===== config.mk =====
export PLATFORM = sky130hd
export DESIGN_NAME = fixed_block_pool_free_list
export DESIGN_NICKNAME = d
export VERILOG_FILES = /design/src/fbp_pkg.sv /design/src/fixed_block_pool_free_list.sv /design/src/fbp_ram.sv /design/src/fbp_step_unit.sv
export SDC_FILE = /design/constraint.sdc
export NUM_CORES = 2
export LEC_CHECK = 0
export BUFFER_PORTS_ARGS = -buffer_cell sky130_fd_sc_hd__buf_4
export CORE_MARGIN = 4
export CORE_UTILIZATION = 40
export DETAILED_ROUTE_END_ITERATION = 8
export GPL_TIMING_DRIVEN = 0
export REMOVE_ABC_BUFFERS = 1
export SYNTH_ARGS = -nofsm -noshare
export SYNTH_HDL_FRONTEND = slang
export SYNTH_SLANG_ARGS = --single-unit
export TNS_END_PERCENT = 1

===== constraint.sdc =====
create_clock -name i_clk -period 11.1 [get_ports i_clk]
set_input_delay 2.22 -clock i_clk [delete_from_list [all_inputs] [get_ports i_clk]]
set_output_delay 2.22 -clock i_clk [all_outputs]
set_load 0.05 [all_outputs]

===== src/fbp_pkg.sv =====
// ----------------------------------------------------------------------------
// fbp_pkg
// Shared types, widths and helpers for the fixed block pool free list.
// ----------------------------------------------------------------------------
package fbp_pkg;

    localparam int POOL_DEPTH = 256;
    localparam int SLOT_W     = (POOL_DEPTH > 1) ? $clog2(POOL_DEPTH) : 1;
    localparam int LINK_W     = SLOT_W + 1;
    localparam int STEP_W     = (SLOT_W > 1) ? $clog2(SLOT_W) : 1;

    localparam int ADDR_W     = 32;
    localparam int SIZE_W     = 16;
    localparam int ALIGN_W    = 13;
    localparam int EALIGN_W   = 14;
    localparam int STRIDE_W   = 17;
    localparam int CNT_W      = 9;
    localparam int STAT_W     = 3;
    localparam int OP_W       = 2;
    localparam int CFG_IDX_W  = 2;
    localparam int CFG_W      = 32;
    localparam int SHIFT_W    = 4;

    localparam int MIN_SIZE         = 8;
    localparam int SIZE_RESET       = 8;
    localparam int ALIGN_RESET      = 8;
    localparam int SLOT_COUNT_RESET = 256;
    localparam int RESET_USED       = (POOL_DEPTH < SLOT_COUNT_RESET) ? POOL_DEPTH
                                                                      : SLOT_COUNT_RESET;
    localparam int FREE_MAX         = 511;

    typedef enum logic [OP_W-1:0] {
        OP_ALLOC   = 2'd0,
        OP_RELEASE = 2'd1,
        OP_RESET   = 2'd2,
        OP_NONE    = 2'd3
    } t_opcode;

    typedef enum logic [STAT_W-1:0] {
        STAT_OK       = 3'd0,
        STAT_OOM      = 3'd1,
        STAT_SIZE     = 3'd2,
        STAT_ALIGN    = 3'd3,
        STAT_BOUNDS   = 3'd4,
        STAT_MISALIGN = 3'd5
    } t_status;

    typedef enum logic [CFG_IDX_W-1:0] {
        CFG_BASE  = 2'd0,
        CFG_SIZE  = 2'd1,
        CFG_ALIGN = 2'd2,
        CFG_COUNT = 2'd3
    } t_cfg_idx;

    typedef enum logic [3:0] {
        S_IDLE,
        S_DECODE,
        S_MUL,
        S_ADDF,
        S_TAKE,
        S_OFF,
        S_CHK,
        S_DIV,
        S_FIN,
        S_DONE
    } t_state;

    typedef enum logic [2:0] {
        U_HOLD,
        U_LOAD,
        U_ADD,
        U_SUB,
        U_MUL,
        U_DIV
    } t_unit_op;

    typedef struct packed {
        t_unit_op            op;
        logic [STEP_W-1:0]   shift;
        logic                mbit;
    } t_unit_ctl;

    // log2 of the effective alignment: next power of two at or above the
    // request, never below 8 and never above 8192
    function automatic logic [SHIFT_W-1:0] align_shift(input logic [ALIGN_W-1:0] align);
        logic [SHIFT_W-1:0] sh;
        sh = SHIFT_W'(13);
        for (int k = 12; k >= 3; k--) begin
            if ({1'b0, align} <= (EALIGN_W'(1) << k)) begin
                sh = SHIFT_W'(k);
            end
        end
        return sh;
    endfunction

endpackage


===== src/fixed_block_pool_free_list.sv =====
// ----------------------------------------------------------------------------
// fixed_block_pool_free_list
// Fixed-size block pool allocator: LIFO free list of slots in a link memory.
// ----------------------------------------------------------------------------
// Usage:
//   Config port: i_cfg_we writes i_cfg_data into register i_cfg_index
//   (0 base address, 1 object size, 2 alignment, 3 slot count). Write only
//   while the block is idle; derived stride and first-slot address settle
//   in the cycle after the write.
//   Input channel (i_in_valid / o_in_stall) takes one command word: allocate,
//   release or pool reset. Output channel (o_out_valid / i_out_stall) returns
//   one result word per command: slot address, status, free count.
//   Commands are handled one at a time. A shared accumulator runs a shift-add
//   multiply (8 steps) and, for a release, a restoring divide (8 steps).
//   Allocate: decode, multiply, add, take. Release: decode, multiply,
//   offset, check, divide, finish. Null release, reset, unused opcode and
//   decode errors stop at decode; input opens in the cycle after the result
//   is registered. A finished result waits in the output register while the
//   receiver stalls; a new command is accepted meanwhile, but its result
//   holds until the register frees.
//   Reset (synchronous, i_rst_n low) restores the config registers and
//   rebuilds the free list in slot order; a pool reset command does the
//   same with the current slot count.
// ----------------------------------------------------------------------------
module fixed_block_pool_free_list import fbp_pkg::*; (
    input  logic                 i_clk,
    input  logic                 i_rst_n,
    input  logic                 i_cfg_we,
    input  logic [CFG_IDX_W-1:0] i_cfg_index,
    input  logic [CFG_W-1:0]     i_cfg_data,
    input  logic                 i_in_valid,
    output logic                 o_in_stall,
    input  logic [OP_W-1:0]      i_opcode,
    input  logic [ADDR_W-1:0]    i_address,
    input  logic [SIZE_W-1:0]    i_request_size,
    input  logic [ALIGN_W-1:0]   i_request_align,
    output logic                 o_out_valid,
    input  logic                 i_out_stall,
    output logic [ADDR_W-1:0]    o_slot_address,
    output logic [STAT_W-1:0]    o_status,
    output logic [CNT_W-1:0]     o_free_slots
);

    // config registers
    logic [ADDR_W-1:0]   r_base;
    logic [SIZE_W-1:0]   r_osize;
    logic [ALIGN_W-1:0]  r_oalign;
    logic [CNT_W-1:0]    r_scount;

    // derived geometry
    logic [SIZE_W-1:0]   r_eff_size;
    logic [EALIGN_W-1:0] r_eff_align;
    logic [STRIDE_W-1:0] r_stride;
    logic [ADDR_W-1:0]   r_first;
    logic [CNT_W-1:0]    r_used;
    logic [SIZE_W-1:0]   eff_size_c;
    logic [EALIGN_W-1:0] eff_align_c;
    logic [EALIGN_W-1:0] amask;
    logic [CNT_W-1:0]    used_c;

    // list state
    logic [SLOT_W-1:0]     r_head;
    logic                  r_head_valid;
    logic [CNT_W-1:0]      r_free;
    logic [CNT_W-1:0]      r_build_n;
    logic [POOL_DEPTH-1:0] r_wr_flag;

    // sequencer
    t_state              r_state;
    t_state              n_state;
    logic [STEP_W-1:0]   r_k;
    logic [STEP_W-1:0]   n_k;
    t_opcode             r_op;
    logic [ADDR_W-1:0]   r_addr;
    logic [SIZE_W-1:0]   r_rsize;
    logic [ALIGN_W-1:0]  r_ralign;
    logic [ADDR_W-1:0]   r_limit;
    logic [ADDR_W-1:0]   r_res_addr;
    logic [ADDR_W-1:0]   n_res_addr;
    t_status             r_res_status;
    t_status             n_res_status;
    logic [SLOT_W-1:0]   mult;

    logic                commit_alloc;
    logic                push;
    logic                rebuild;
    logic                load_out;

    // output register
    logic                r_out_valid;
    logic [ADDR_W-1:0]   r_out_addr;
    t_status             r_out_status;
    logic [CNT_W-1:0]    r_out_free;

    // shared unit and link memory
    t_unit_ctl           ctl;
    logic [ADDR_W-1:0]   opa;
    logic [ADDR_W-1:0]   opb;
    logic [ADDR_W-1:0]   acc;
    logic [SLOT_W-1:0]   quot;
    logic                ram_re;
    logic                ram_we;
    logic [LINK_W-1:0]   ram_rdata;
    logic [SLOT_W-1:0]   next_link;
    logic                next_valid;

    fbp_step_unit u_step (
        .i_clk  (i_clk),
        .i_ctl  (ctl),
        .i_opa  (opa),
        .i_opb  (opb),
        .o_acc  (acc),
        .o_quot (quot)
    );

    fbp_ram #(
        .WIDTH (LINK_W),
        .DEPTH (POOL_DEPTH)
    ) u_link_ram (
        .i_clk   (i_clk),
        .i_we    (ram_we),
        .i_waddr (quot),
        .i_wdata ({r_head_valid, r_head}),
        .i_re    (ram_re),
        .i_raddr (r_head),
        .o_rdata (ram_rdata)
    );

    // geometry from the config registers
    assign eff_size_c  = (r_osize < SIZE_W'(MIN_SIZE)) ? SIZE_W'(MIN_SIZE) : r_osize;
    assign eff_align_c = EALIGN_W'(1) << align_shift(r_oalign);
    assign amask       = eff_align_c - EALIGN_W'(1);
    assign used_c      = ({{(32-CNT_W){1'b0}}, r_scount} > 32'(POOL_DEPTH))
                         ? CNT_W'(POOL_DEPTH) : r_scount;

    always_ff @(posedge i_clk) begin
        r_eff_size  <= eff_size_c;
        r_eff_align <= eff_align_c;
        r_stride    <= (STRIDE_W'(eff_size_c) + STRIDE_W'(amask)) & ~STRIDE_W'(amask);
        r_first     <= (r_base + ADDR_W'(amask)) & ~ADDR_W'(amask);
        r_used      <= used_c;
    end

    // an entry not written since the last rebuild still holds its chain link
    assign next_link  = r_wr_flag[r_head] ? ram_rdata[SLOT_W-1:0] : r_head + SLOT_W'(1);
    assign next_valid = r_wr_flag[r_head] ? ram_rdata[SLOT_W]
                        : ((CNT_W'(r_head) + CNT_W'(1)) < r_build_n);

    assign mult = (r_op == OP_ALLOC) ? r_head : SLOT_W'(r_used - CNT_W'(1));

    always_comb begin
        n_state      = r_state;
        n_k          = r_k;
        n_res_addr   = r_res_addr;
        n_res_status = r_res_status;
        ctl          = '{op: U_HOLD, shift: r_k, mbit: 1'b0};
        opa          = '0;
        opb          = '0;
        ram_re       = 1'b0;
        ram_we       = 1'b0;
        commit_alloc = 1'b0;
        push         = 1'b0;
        rebuild      = 1'b0;
        load_out     = 1'b0;
        unique case (r_state)
            S_IDLE: begin
                if (i_in_valid) begin
                    n_state = S_DECODE;
                end
            end
            S_DECODE: begin
                n_res_addr   = '0;
                n_res_status = STAT_OK;
                n_k          = '0;
                ctl.op       = U_LOAD;
                n_state      = S_DONE;
                unique case (r_op)
                    OP_ALLOC: begin
                        if (r_rsize > r_eff_size) begin
                            n_res_status = STAT_SIZE;
                        end else if ({1'b0, r_ralign} > r_eff_align) begin
                            n_res_status = STAT_ALIGN;
                        end else if (!r_head_valid) begin
                            n_res_status = STAT_OOM;
                        end else begin
                            ram_re  = 1'b1;
                            n_state = S_MUL;
                        end
                    end
                    OP_RELEASE: begin
                        if (r_addr == '0) begin
                            n_res_status = STAT_OK;
                        end else if (r_used == '0) begin
                            n_res_status = STAT_BOUNDS;
                        end else begin
                            n_state = S_MUL;
                        end
                    end
                    OP_RESET: begin
                        rebuild = 1'b1;
                    end
                    OP_NONE: begin
                    end
                endcase
            end
            S_MUL: begin
                // slot index (allocate) or last slot index (release) times stride
                ctl.op   = U_MUL;
                ctl.mbit = mult[r_k];
                opb      = ADDR_W'(r_stride);
                n_k      = r_k + STEP_W'(1);
                if (r_k == STEP_W'(SLOT_W - 1)) begin
                    n_state = (r_op == OP_ALLOC) ? S_ADDF : S_OFF;
                end
            end
            S_ADDF: begin
                ctl.op       = U_ADD;
                opb          = r_first;
                commit_alloc = 1'b1;
                n_state      = S_TAKE;
            end
            S_TAKE: begin
                n_res_addr = acc;
                n_state    = S_DONE;
            end
            S_OFF: begin
                ctl.op  = U_SUB;
                opa     = r_addr;
                opb     = r_first;
                n_state = S_CHK;
            end
            S_CHK: begin
                if (acc > r_limit) begin
                    n_res_status = STAT_BOUNDS;
                    n_state      = S_DONE;
                end else begin
                    n_k     = STEP_W'(SLOT_W - 1);
                    n_state = S_DIV;
                end
            end
            S_DIV: begin
                ctl.op = U_DIV;
                opb    = ADDR_W'(r_stride);
                n_k    = r_k - STEP_W'(1);
                if (r_k == '0) begin
                    n_state = S_FIN;
                end
            end
            S_FIN: begin
                if (acc != '0) begin
                    n_res_status = STAT_MISALIGN;
                end else begin
                    push   = 1'b1;
                    ram_we = 1'b1;
                end
                n_state = S_DONE;
            end
            S_DONE: begin
                if (!r_out_valid || !i_out_stall) begin
                    load_out = 1'b1;
                    n_state  = S_IDLE;
                end
            end
            default: begin
                n_state = S_IDLE;
            end
        endcase
    end

    // control state
    always_ff @(posedge i_clk) begin
        if (!i_rst_n) begin
            r_state      <= S_IDLE;
            r_k          <= '0;
            r_base       <= '0;
            r_osize      <= SIZE_W'(SIZE_RESET);
            r_oalign     <= ALIGN_W'(ALIGN_RESET);
            r_scount     <= CNT_W'(SLOT_COUNT_RESET);
            r_head       <= '0;
            r_head_valid <= (RESET_USED != 0);
            r_free       <= CNT_W'(RESET_USED);
            r_build_n    <= CNT_W'(RESET_USED);
            r_wr_flag    <= '0;
            r_out_valid  <= 1'b0;
        end else begin
            r_state <= n_state;
            r_k     <= n_k;
            if (i_cfg_we) begin
                unique case (t_cfg_idx'(i_cfg_index))
                    CFG_BASE:  r_base   <= i_cfg_data[ADDR_W-1:0];
                    CFG_SIZE:  r_osize  <= i_cfg_data[SIZE_W-1:0];
                    CFG_ALIGN: r_oalign <= i_cfg_data[ALIGN_W-1:0];
                    CFG_COUNT: r_scount <= i_cfg_data[CNT_W-1:0];
                endcase
            end
            priority if (rebuild) begin
                r_head       <= '0;
                r_head_valid <= (r_used != '0);
                r_free       <= r_used;
                r_build_n    <= r_used;
                r_wr_flag    <= '0;
            end else if (commit_alloc) begin
                r_head       <= next_link;
                r_head_valid <= next_valid;
                if (r_free != '0) begin
                    r_free <= r_free - CNT_W'(1);
                end
            end else if (push) begin
                r_head          <= quot;
                r_head_valid    <= 1'b1;
                r_wr_flag[quot] <= 1'b1;
                if (r_free != CNT_W'(FREE_MAX)) begin
                    r_free <= r_free + CNT_W'(1);
                end
            end
            if (load_out) begin
                r_out_valid <= 1'b1;
            end else if (r_out_valid && !i_out_stall) begin
                r_out_valid <= 1'b0;
            end
        end
    end

    // payload
    always_ff @(posedge i_clk) begin
        if (r_state == S_IDLE && i_in_valid) begin
            r_op     <= t_opcode'(i_opcode);
            r_addr   <= i_address;
            r_rsize  <= i_request_size;
            r_ralign <= i_request_align;
        end
        if (r_state == S_OFF) begin
            r_limit <= acc;
        end
        r_res_addr   <= n_res_addr;
        r_res_status <= n_res_status;
        if (load_out) begin
            r_out_addr   <= r_res_addr;
            r_out_status <= r_res_status;
            r_out_free   <= r_free;
        end
    end

    assign o_in_stall     = (r_state != S_IDLE);
    assign o_out_valid    = r_out_valid;
    assign o_slot_address = r_out_addr;
    assign o_status       = r_out_status;
    assign o_free_slots   = r_out_free;

    a_err_no_addr: assert property (@(posedge i_clk) disable iff (!i_rst_n)
        (o_out_valid && (o_status != STAT_OK)) |-> (o_slot_address == '0))
        else $error("error result carries a slot address");

    a_accept_busy: assert property (@(posedge i_clk) disable iff (!i_rst_n)
        (i_in_valid && !o_in_stall) |=> o_in_stall)
        else $error("second word taken while a command is in flight");

    a_push_head: assert property (@(posedge i_clk) disable iff (!i_rst_n)
        push |=> (r_head_valid && (r_head == $past(quot))))
        else $error("released slot did not become the list head");

    a_push_free: assert property (@(posedge i_clk) disable iff (!i_rst_n)
        push |=> ((r_free == $past(r_free) + CNT_W'(1)) ||
                  ($past(r_free) == CNT_W'(FREE_MAX))))
        else $error("free count not advanced on release");

    a_alloc_free: assert property (@(posedge i_clk) disable iff (!i_rst_n)
        commit_alloc |=> ((r_free == $past(r_free) - CNT_W'(1)) ||
                          ($past(r_free) == '0)))
        else $error("free count not dropped on allocate");

endmodule


===== src/fbp_ram.sv =====
// ----------------------------------------------------------------------------
// fbp_ram
// Generic single write port, single read port RAM with registered read data.
// ----------------------------------------------------------------------------
module fbp_ram #(
    parameter int WIDTH = 9,
    parameter int DEPTH = 256
) (
    input  logic                     i_clk,
    input  logic                     i_we,
    input  logic [$clog2(DEPTH)-1:0] i_waddr,
    input  logic [WIDTH-1:0]         i_wdata,
    input  logic                     i_re,
    input  logic [$clog2(DEPTH)-1:0] i_raddr,
    output logic [WIDTH-1:0]         o_rdata
);

    logic [WIDTH-1:0] r_mem [DEPTH];
    logic [WIDTH-1:0] r_rdata;

    always_ff @(posedge i_clk) begin
        if (i_we) begin
            r_mem[i_waddr] <= i_wdata;
        end
        if (i_re) begin
            r_rdata <= r_mem[i_raddr];
        end
    end

    assign o_rdata = r_rdata;

endmodule


===== src/fbp_step_unit.sv =====
// ----------------------------------------------------------------------------
// fbp_step_unit
// Shared accumulator with one adder: load, add, subtract, one shift-add
// multiply step or one restoring divide step per cycle.
// ----------------------------------------------------------------------------
module fbp_step_unit import fbp_pkg::*; (
    input  logic              i_clk,
    input  t_unit_ctl         i_ctl,
    input  logic [ADDR_W-1:0] i_opa,
    input  logic [ADDR_W-1:0] i_opb,
    output logic [ADDR_W-1:0] o_acc,
    output logic [SLOT_W-1:0] o_quot
);

    logic [ADDR_W-1:0] r_acc;
    logic [ADDR_W-1:0] n_acc;
    logic [SLOT_W-1:0] r_quot;
    logic [SLOT_W-1:0] n_quot;
    logic [ADDR_W-1:0] shifted;
    logic [ADDR_W-1:0] add_x;
    logic [ADDR_W-1:0] add_y;
    logic              add_sub;
    logic [ADDR_W:0]   sum;

    assign shifted = i_opb << i_ctl.shift;

    // single adder; carry out of a subtract means no borrow
    assign sum = {1'b0, add_x} + {1'b0, add_y ^ {ADDR_W{add_sub}}} + (ADDR_W + 1)'(add_sub);

    always_comb begin
        add_x   = r_acc;
        add_y   = '0;
        add_sub = 1'b0;
        n_acc   = r_acc;
        n_quot  = r_quot;
        unique case (i_ctl.op)
            U_HOLD: begin
            end
            U_LOAD: begin
                n_acc = i_opa;
            end
            U_ADD: begin
                add_y = i_opb;
                n_acc = sum[ADDR_W-1:0];
            end
            U_SUB: begin
                add_x   = i_opa;
                add_y   = i_opb;
                add_sub = 1'b1;
                n_acc   = sum[ADDR_W-1:0];
            end
            U_MUL: begin
                add_y = i_ctl.mbit ? shifted : '0;
                n_acc = sum[ADDR_W-1:0];
            end
            U_DIV: begin
                add_y   = shifted;
                add_sub = 1'b1;
                n_quot  = {r_quot[SLOT_W-2:0], sum[ADDR_W]};
                if (sum[ADDR_W]) begin
                    n_acc = sum[ADDR_W-1:0];
                end
            end
            default: begin
            end
        endcase
    end

    always_ff @(posedge i_clk) begin
        r_acc  <= n_acc;
        r_quot <= n_quot;
    end

    assign o_acc  = r_acc;
    assign o_quot = r_quot;

endmodule


# [Word level (Yosys, flattened, before mapping)]
# Memories as Yosys holds them, arrays and structs flattened. A register that Yosys moved wholly into a read port is not among the register bits.
# Index checks and enable logic that the tools add are counted.
# W data, S select, Z words.
[totals] regBits=663 latch_bits=0 ram_bits=2304 rom_bits=0 inputBits=102 output_inout_bits=46 wordCells=224 n_memories=1
[mem_list] memory="u_link_ram.r_mem" words=256 width=9 rd=1 rd_clocked_by_memory_dff=1 wr=1 line="fbp_ram.sv:18" source="logic [WIDTH-1:0] r_mem [DEPTH];"
[op_classes] n_addsub=12 n_mul=0 div=0 order_cmp=20 n_eq_ne=30 shift=2 muxes=81 bitwise_logic=8 n_reduce_logical=41
[op_table] cell="$or A256 B256 Y256" count=1
[op_table] cell="$pmux W32 S3" count=2
[op_table] cell="$mux W32" count=4
[op_table] cell="$pmux W32 S2" count=2
[op_table] cell="$mux W4" count=19
[op_table] cell="$mux W9" count=5
[op_table] cell="$pmux W4 S9" count=1
[op_table] cell="$add A32 B32 Y33" count=1
[op_table] cell="$add A33 B1 Y33" count=1
[op_table] cell="$add A32 B14 Y32" count=1
[op_table] cell="$and A32 B32 Y32" count=1
[op_table] cell="$gt A32 B32 Y1" count=1
[op_table] cell="$logic_not A32 Y1" count=1
[op_table] cell="$mux W8" count=4
[op_table] cell="$not A14 Y32" count=1
[op_table] cell="$reduce_bool A32 Y1" count=1
[op_table] cell="$shl A32 B3 Y32" count=1
[op_table] cell="$xor A32 B32 Y32" count=1
[op_table] cell="$mux W1" count=27
[op_table] cell="$lt A8 B9 Y1 const B" count=2
[op_table] cell="$mux W3" count=6
[op_table] cell="$reduce_bool A9 Y1" count=2
[op_table] cell="$add A16 B14 Y17" count=1
[op_table] cell="$and A17 B17 Y17" count=1
[op_table] cell="66 further kinds" count=107

# [Logic depth before layout (Yosys ltp)]
[depth] ltp_word=15 ltp_mapped=24

# [Modules after synthesis]
# From an unflattened synthesis, not the netlist that was laid out.
[hier_totals] hier_cells=7575 area_unflattened_um2=122044.6
[modules_own_cells] mod="fbp_ram" n_inst=1 cells_per_inst=4237 area_each_um2=89368.2 seq_area_each_um2=69456.6
[modules_own_cells] mod="fixed_block_pool_free_list" n_inst=1 cells_per_inst=2688 area_each_um2=27019.7 seq_area_each_um2=14213.6
[modules_own_cells] mod="fbp_step_unit" n_inst=1 cells_per_inst=650 area_each_um2=5656.7 seq_area_each_um2=1201.2

# [Worst setup path before layout]
# Ideal clock, no wire load.
[synth_path] path_type="register to register" start="register r_head[0]" end="register u_step.r_acc[0], in the netlist u_step.o_acc[0] (enable)" setup_time_ns=0.376 arrival_time_ns=7.711 required_ns=10.724 path_slack_ns=3.014 path_stages_with_launch=20 path_buffers=3 cell_sequence="dfxtp_1 > buf_2 > buf_6 > o211ai_1 > nand3_1 > o21ai_0 > a31o_2 > clkbuf_1 > o21ai_0 > o21ai_0 > ha_1 > inv_1 > o21bai_1 > a21oi_1 > o21a_1 > nor4b_1 > o21ai_0 > o31ai_1 > a31o_2 > o221a_2"
[synth_between] elab_chain_len=11
[synth_lines] element="start: declaration" line="fixed_block_pool_free_list.sv:62" source="logic [SLOT_W-1:0] r_head;"
[synth_lines] element="start signal: assignment" line="fixed_block_pool_free_list.sv:303" source="r_head <= next_link;"
[synth_lines] element="start signal: assignment" line="fixed_block_pool_free_list.sv:309" source="r_head <= quot;"
[synth_lines] element="$mux W8" line="fixed_block_pool_free_list.sv:149" source="assign mult = (r_op == OP_ALLOC) ? r_head : SLOT_W'(r_used - CNT_W'(1));"
[synth_lines] element="$bmux W1 S3" line="fixed_block_pool_free_list.sv:209" source="ctl.mbit = mult[r_k];"
[synth_lines] element="$mux W1 (implied by the code)" line="fixed_block_pool_free_list.sv:209"
[synth_lines] element="$mux W1" line="fixed_block_pool_free_list.sv:165" source="unique case (r_state)"
[synth_lines] element="$mux W32" line="fbp_step_unit.sv:53" source="add_y = i_ctl.mbit ? shifted : '0;"
[synth_lines] element="$pmux W32 S3" line="fbp_step_unit.sv:36" source="unique case (i_ctl.op)"
[synth_lines] element="$xor A32 B32 Y32" line="fbp_step_unit.sv:28" source="assign sum = {1'b0, add_x} + {1'b0, add_y ^ {ADDR_W{add_sub}}} + (ADDR_W + 1)'(add_sub);"
[synth_lines] element="$add A32 B32 Y33" line="fbp_step_unit.sv:28"
[synth_lines] element="$add A33 B1 Y33" line="fbp_step_unit.sv:28"
[synth_lines] element="via u_step.sum[32]" line="fbp_step_unit.sv:23" source="logic [ADDR_W:0] sum;"
[synth_lines] element="$ne A2 B1 Y1 (no source line)"
[synth_lines] element="$reduce_and A2 Y1 (no source line)"
[synth_lines] element="end signal: assignment" line="fbp_step_unit.sv:70" source="r_acc <= n_acc;"
[synth_lines] element="end: declaration" line="fbp_step_unit.sv:15" source="logic [ADDR_W-1:0] r_acc;"
# The timed path passes the listed nets, and every way through them passes these cells. The select of a mux whose other input is x is not followed.
# A chain may end at the register's enable or synchronous reset.

# [Worst setup path after layout]
[layout_path] start="register r_k[1]" end="register u_step.r_acc[26], in the netlist u_step.o_acc[26] (enable)"
[layout_between] elab_chain_len=10
[layout_lines] element="start: declaration" line="fixed_block_pool_free_list.sv:71" source="logic [STEP_W-1:0] r_k;"
[layout_lines] element="start signal: assignment" line="fixed_block_pool_free_list.sv:287" source="r_k <= n_k;"
[layout_lines] element="$bmux W1 S3" line="fixed_block_pool_free_list.sv:209"
[layout_lines] element="$mux W1 (implied by the code)" line="fixed_block_pool_free_list.sv:209"
[layout_lines] element="$mux W1" line="fixed_block_pool_free_list.sv:165"
[layout_lines] element="$mux W32" line="fbp_step_unit.sv:53"
[layout_lines] element="$pmux W32 S3 *" line="fbp_step_unit.sv:36"
[layout_lines] element="$xor A32 B32 Y32 *" line="fbp_step_unit.sv:28"
[layout_lines] element="$add A32 B32 Y33 *" line="fbp_step_unit.sv:28"
[layout_lines] element="$add A33 B1 Y33 *" line="fbp_step_unit.sv:28"
[layout_lines] element="via u_step.sum[32]" line="fbp_step_unit.sv:23"
[layout_lines] element="$ne A2 B1 Y1 (no source line) *"
[layout_lines] element="$reduce_and A2 Y1 (no source line) *"
# The timed path passes the listed nets; every way through them passes the cells marked *. The select of a mux whose other input is x is not followed.

==> impl_metrics.env <==
export IMPL_wl_per_cell_um=25.2
export IMPL_dieArea_um2=306000
export IMPL_fmax_ghz=0.128
export IMPL_reg2reg_from="r_k[1]"
export IMPL_cts_resized_gates=0
export IMPL_ys_ff_latch=2976
export IMPL_die_h_um=554
export IMPL_hold_depth=0
export IMPL_grt_usage_pct=17.8
export IMPL_multi_input_area_um2=32500
export IMPL_worst_ep_arrival_time_ns=8.22
export IMPL_worstSetupStartpointType="flip-flop"
export IMPL_io_pins=148
export IMPL_hold_viol=0
export IMPL_reg2reg_to="u_step.o_acc[26]"
export IMPL_p_comb_share_pct=4.4
export IMPL_setup_viol=0
export IMPL_ys_flop_type="edfxtp_1"
export IMPL_grt_pass1_vias=61042
export IMPL_layout_nets=7051
export IMPL_row_count=200
export IMPL_cts_setup_buffers=0
export IMPL_hold_path_class="reg2reg"
export IMPL_switching_power_mw=5.01
export IMPL_finClkSkew_ns=0.0992
export IMPL_ant_nets=0
export IMPL_netlist_area_um2=119000
export IMPL_cp_slowest_cell="dfxtp_1"
export IMPL_drv_cap=0
export IMPL_critPathRequiredTime_ns=11.51
export IMPL_overflow=0
export IMPL_viasPerCell=5.54
export IMPL_regArea_um2=84900
export IMPL_finalMaxSlewViolations=0
export IMPL_antenna_found_initial=7
export IMPL_clkLatencyLatePin_ns=0.88
export IMPL_worst_r2r_cell_count=17
export IMPL_r2r_slack_ns=3.29
export IMPL_port_buffers=147
export IMPL_dpl_hpwl_um=178000
export IMPL_fin_crit_ns=7.81
export IMPL_hold_buffers=0
export IMPL_vias=60955
export IMPL_core_region_area_um2=297000
export IMPL_pwr_share_clk_pct=42.8
export IMPL_power_density_nw_per_um2=173
export IMPL_p_leak_nw=38.6
export IMPL_period_share_pct=70.4
export IMPL_yosysSeqAreaShare_pct=71.3
export IMPL_cp_cell_sequence="inv_1 -> a311oi_1 -> o21ai_0 -> nor2_1 -> a22oi_1 -> mux2i_1 -> fa_1 -> a21o_1 -> a21oi_1 -> o21bai_1 -> a21oi_1 -> o21a_1 -> nor4b_1 -> o21ai_0 -> o31ai_1 -> a31o_2 -> o221a_2"
export IMPL_async_reset_ff_share_pct=0
export IMPL_grt_max_degree=91
export IMPL_p_sw_share_pct=21.4
export IMPL_drive_above_1_share_pct=23.2
export IMPL_fin_ws_ns=3.29
export IMPL_syn_avg_cell_area_um2=18.0
export IMPL_rsz0062_at_grt="false"
export IMPL_die_w_um=554
export IMPL_hp_start="r_osize[12]"
export IMPL_peakVddDrop_uv=121
export IMPL_fill_cells=24932
export IMPL_cts_buffers=305
export IMPL_min_to="r_eff_size[12]"
export IMPL_htreeDepth=5
export IMPL_drt_iter0_drc=6409
export IMPL_finalSetupTns_ns=0
export IMPL_endpoint_kind="flip-flop"
export IMPL_root_buffer="clkbuf_16"
export IMPL_initial_core_util_pct=40.1
export IMPL_cts_tree="done"
export IMPL_crit_fanout=32
export IMPL_clk_pin_slew_ns=0.06
export IMPL_tightest_slew_ns=1.40
export IMPL_crit_path_max_incr_delay_ns=1.25
export IMPL_clkSinkCount=2976
export IMPL_drc_errors=0
export IMPL_grt_pass1_wl_um=413000
export IMPL_synth_warnings=0
export IMPL_syn_instance_count=6605
export IMPL_p_int_mw=18.4
export IMPL_p_total_mw=23.4
export IMPL_cts_max_path_buffers=4
export IMPL_synth_cell_types=76
export IMPL_relSlewSlack_pct=6.84
export IMPL_gp_congestion=0.884
export IMPL_synth_edf_count=2527
export IMPL_wl_um=277000
export IMPL_firstDrtPassIters=8
export IMPL_pre_cts_ws_ns=3.27
export IMPL_syn_to_final_growth_pct=14.1
export IMPL_status="complete, no violations"
export IMPL_pwr_share_seq_pct=52.8
export IMPL_critPathKind="reg2reg"
metrics by stage:
step	std cells	util, %	hold WS (ns)	area, um^2
after CTS	10992	45.8	0.399	136000
after global placement	10347	41.7	0.390	124000
after global routing	10993	45.8	0.409	136000
after floorplan	6261	-	0.368	118000
final	10996	45.8	0.399	136000
after detailed placement	10437	42.5	0.393	126000
state kept, by name, summed over array words and instances, names as in the netlist, 13 cells and up:
register,flops
u_link_ram.r_mem,2304
r_wr_flag,256
o_slot_address,32
r_addr,32
r_base,32
r_first,32
r_limit,32
r_res_addr,32
u_step.o_acc,32
r_stride,17
r_eff_size,16
r_osize,16
r_rsize,16
r_eff_align,14
r_oalign,13
r_ralign,13
layout by cell type, fill, tap and decap left out, types with 30 or more instances in the layout:
cell type	instances
clkbuf_1	100
ha_1	139
clkinv_2	43
buf_4	148
nor3_1	37
clkinv_1	30
a21oi_1	162
dfxtp_1	440
nor2_1	843
mux2_2	47
o21ai_0	94
nor2b_1	38
xnor2_1	57
and2_1	43
edfxtp_1	2527
nand2_1	300
mux4_2	850
buf_16	73
mux2i_1	54
inv_1	114
clkbuf_16	314
a21o_1	64
nand3_1	53
worst max path at each step:
stage	startpoint	endpoint	slack (ns)
2_1_floorplan	r_head[0]	u_step.o_acc[0]	-22.42
3_3_place_gp	r_head[0]	r_head[0]	-37.53
3_5_place_dp	r_k[1]	u_step.o_acc[23]	3.27
4_1_cts	r_k[1]	u_step.o_acc[23]	3.22
5_1_grt	r_k[1]	u_step.o_acc[23]	2.78
6_report	r_k[1]	u_step.o_acc[26]	3.29
worst max-delay path: cells and delay by family, from the launching register on:
| kind | cells | cell delay (ns) |
|---|---|---|
| buffers and inverters | 1 | 0.70 |
| AO/OA/AOI/OAI | 12 | 3.64 |
| multiplexers | 1 | 0.37 |
| flip-flops | 1 | 1.25 |
| adder cells (fa/ha/maj) | 1 | 0.30 |
| AND/OR/NAND/NOR | 2 | 1.11 |
Yosys cell counts, types with 15 or more instances:
library cell / instances / area [um^2]
edfxtp_1: 2527 / 75900
mux4_2: 850 / 19100
nor2_1: 846 / 3180
dfxtp_1: 449 / 8990
nand2_1: 313 / 1170
clkbuf_1: 221 / 830
a21oi_1: 163 / 816
ha_1: 139 / 1740
inv_1: 114 / 428
o21ai_0: 95 / 475
buf_1: 67 / 251
a21o_1: 64 / 480
nand3_1: 57 / 285
xnor2_1: 57 / 499
mux2i_1: 54 / 541
buf_2: 53 / 265
mux2_2: 47 / 529
and2_1: 44 / 275
nor2b_1: 38 / 238
nor3_1: 37 / 185
nor4_1: 28 / 175
nand4_1: 27 / 169
a22oi_1: 23 / 173
a31oi_1: 23 / 144
xor2_1: 23 / 201
o21ba_2: 21 / 210
nand2b_1: 18 / 113
and3_1: 16 / 100
o22ai_1: 15 / 93.8
power groups by stage:
stage	Clock (mW)	Combinational, mW	Sequential, mW
detailed placement	0	1.03	12.6
CTS	10.2	1.04	12.4
global route	10.7	1.14	12.4
global placement	0	1.04	12.8
floorplan	0	0.709	12.7
finish	10.0	1.03	12.4
kinds of logic after synthesis:
| family | share of synthesized area [%] |
|---|---|
| flops | 71.3 |
| simple gates | 5.24 |
| mux | 17.0 |
| compound gates | 2.79 |
| buf+inv | 1.57 |
| fa+ha+maj | 1.55 |
| xor+xnor | 0.589 |
| other cells | 0.00631 |
final cells by class:
type / instances / share of cell area, %
Clock buffer: 441 / 6.33
Inverter: 116 / 0.322
Sequential cell: 2976 / 62.5
Tap cell: 3939 / 3.63
Multi-Input combinational cell: 3169 / 23.9
Antenna cell: 4 / 0.00737
Clock inverter: 114 / 0.823
Timing Repair Buffer: 237 / 2.48
layer usage:
metal	vias up	part of all wire, %	global-route usage, %
met2	2024	47	28.1
met1	31956	44	26.1
met3	412	6.3	2.59
met4	4	2.5	4.52
met5	-	0.018	0
li1	26559	-	-
Power figures use the tool's default switching activity.
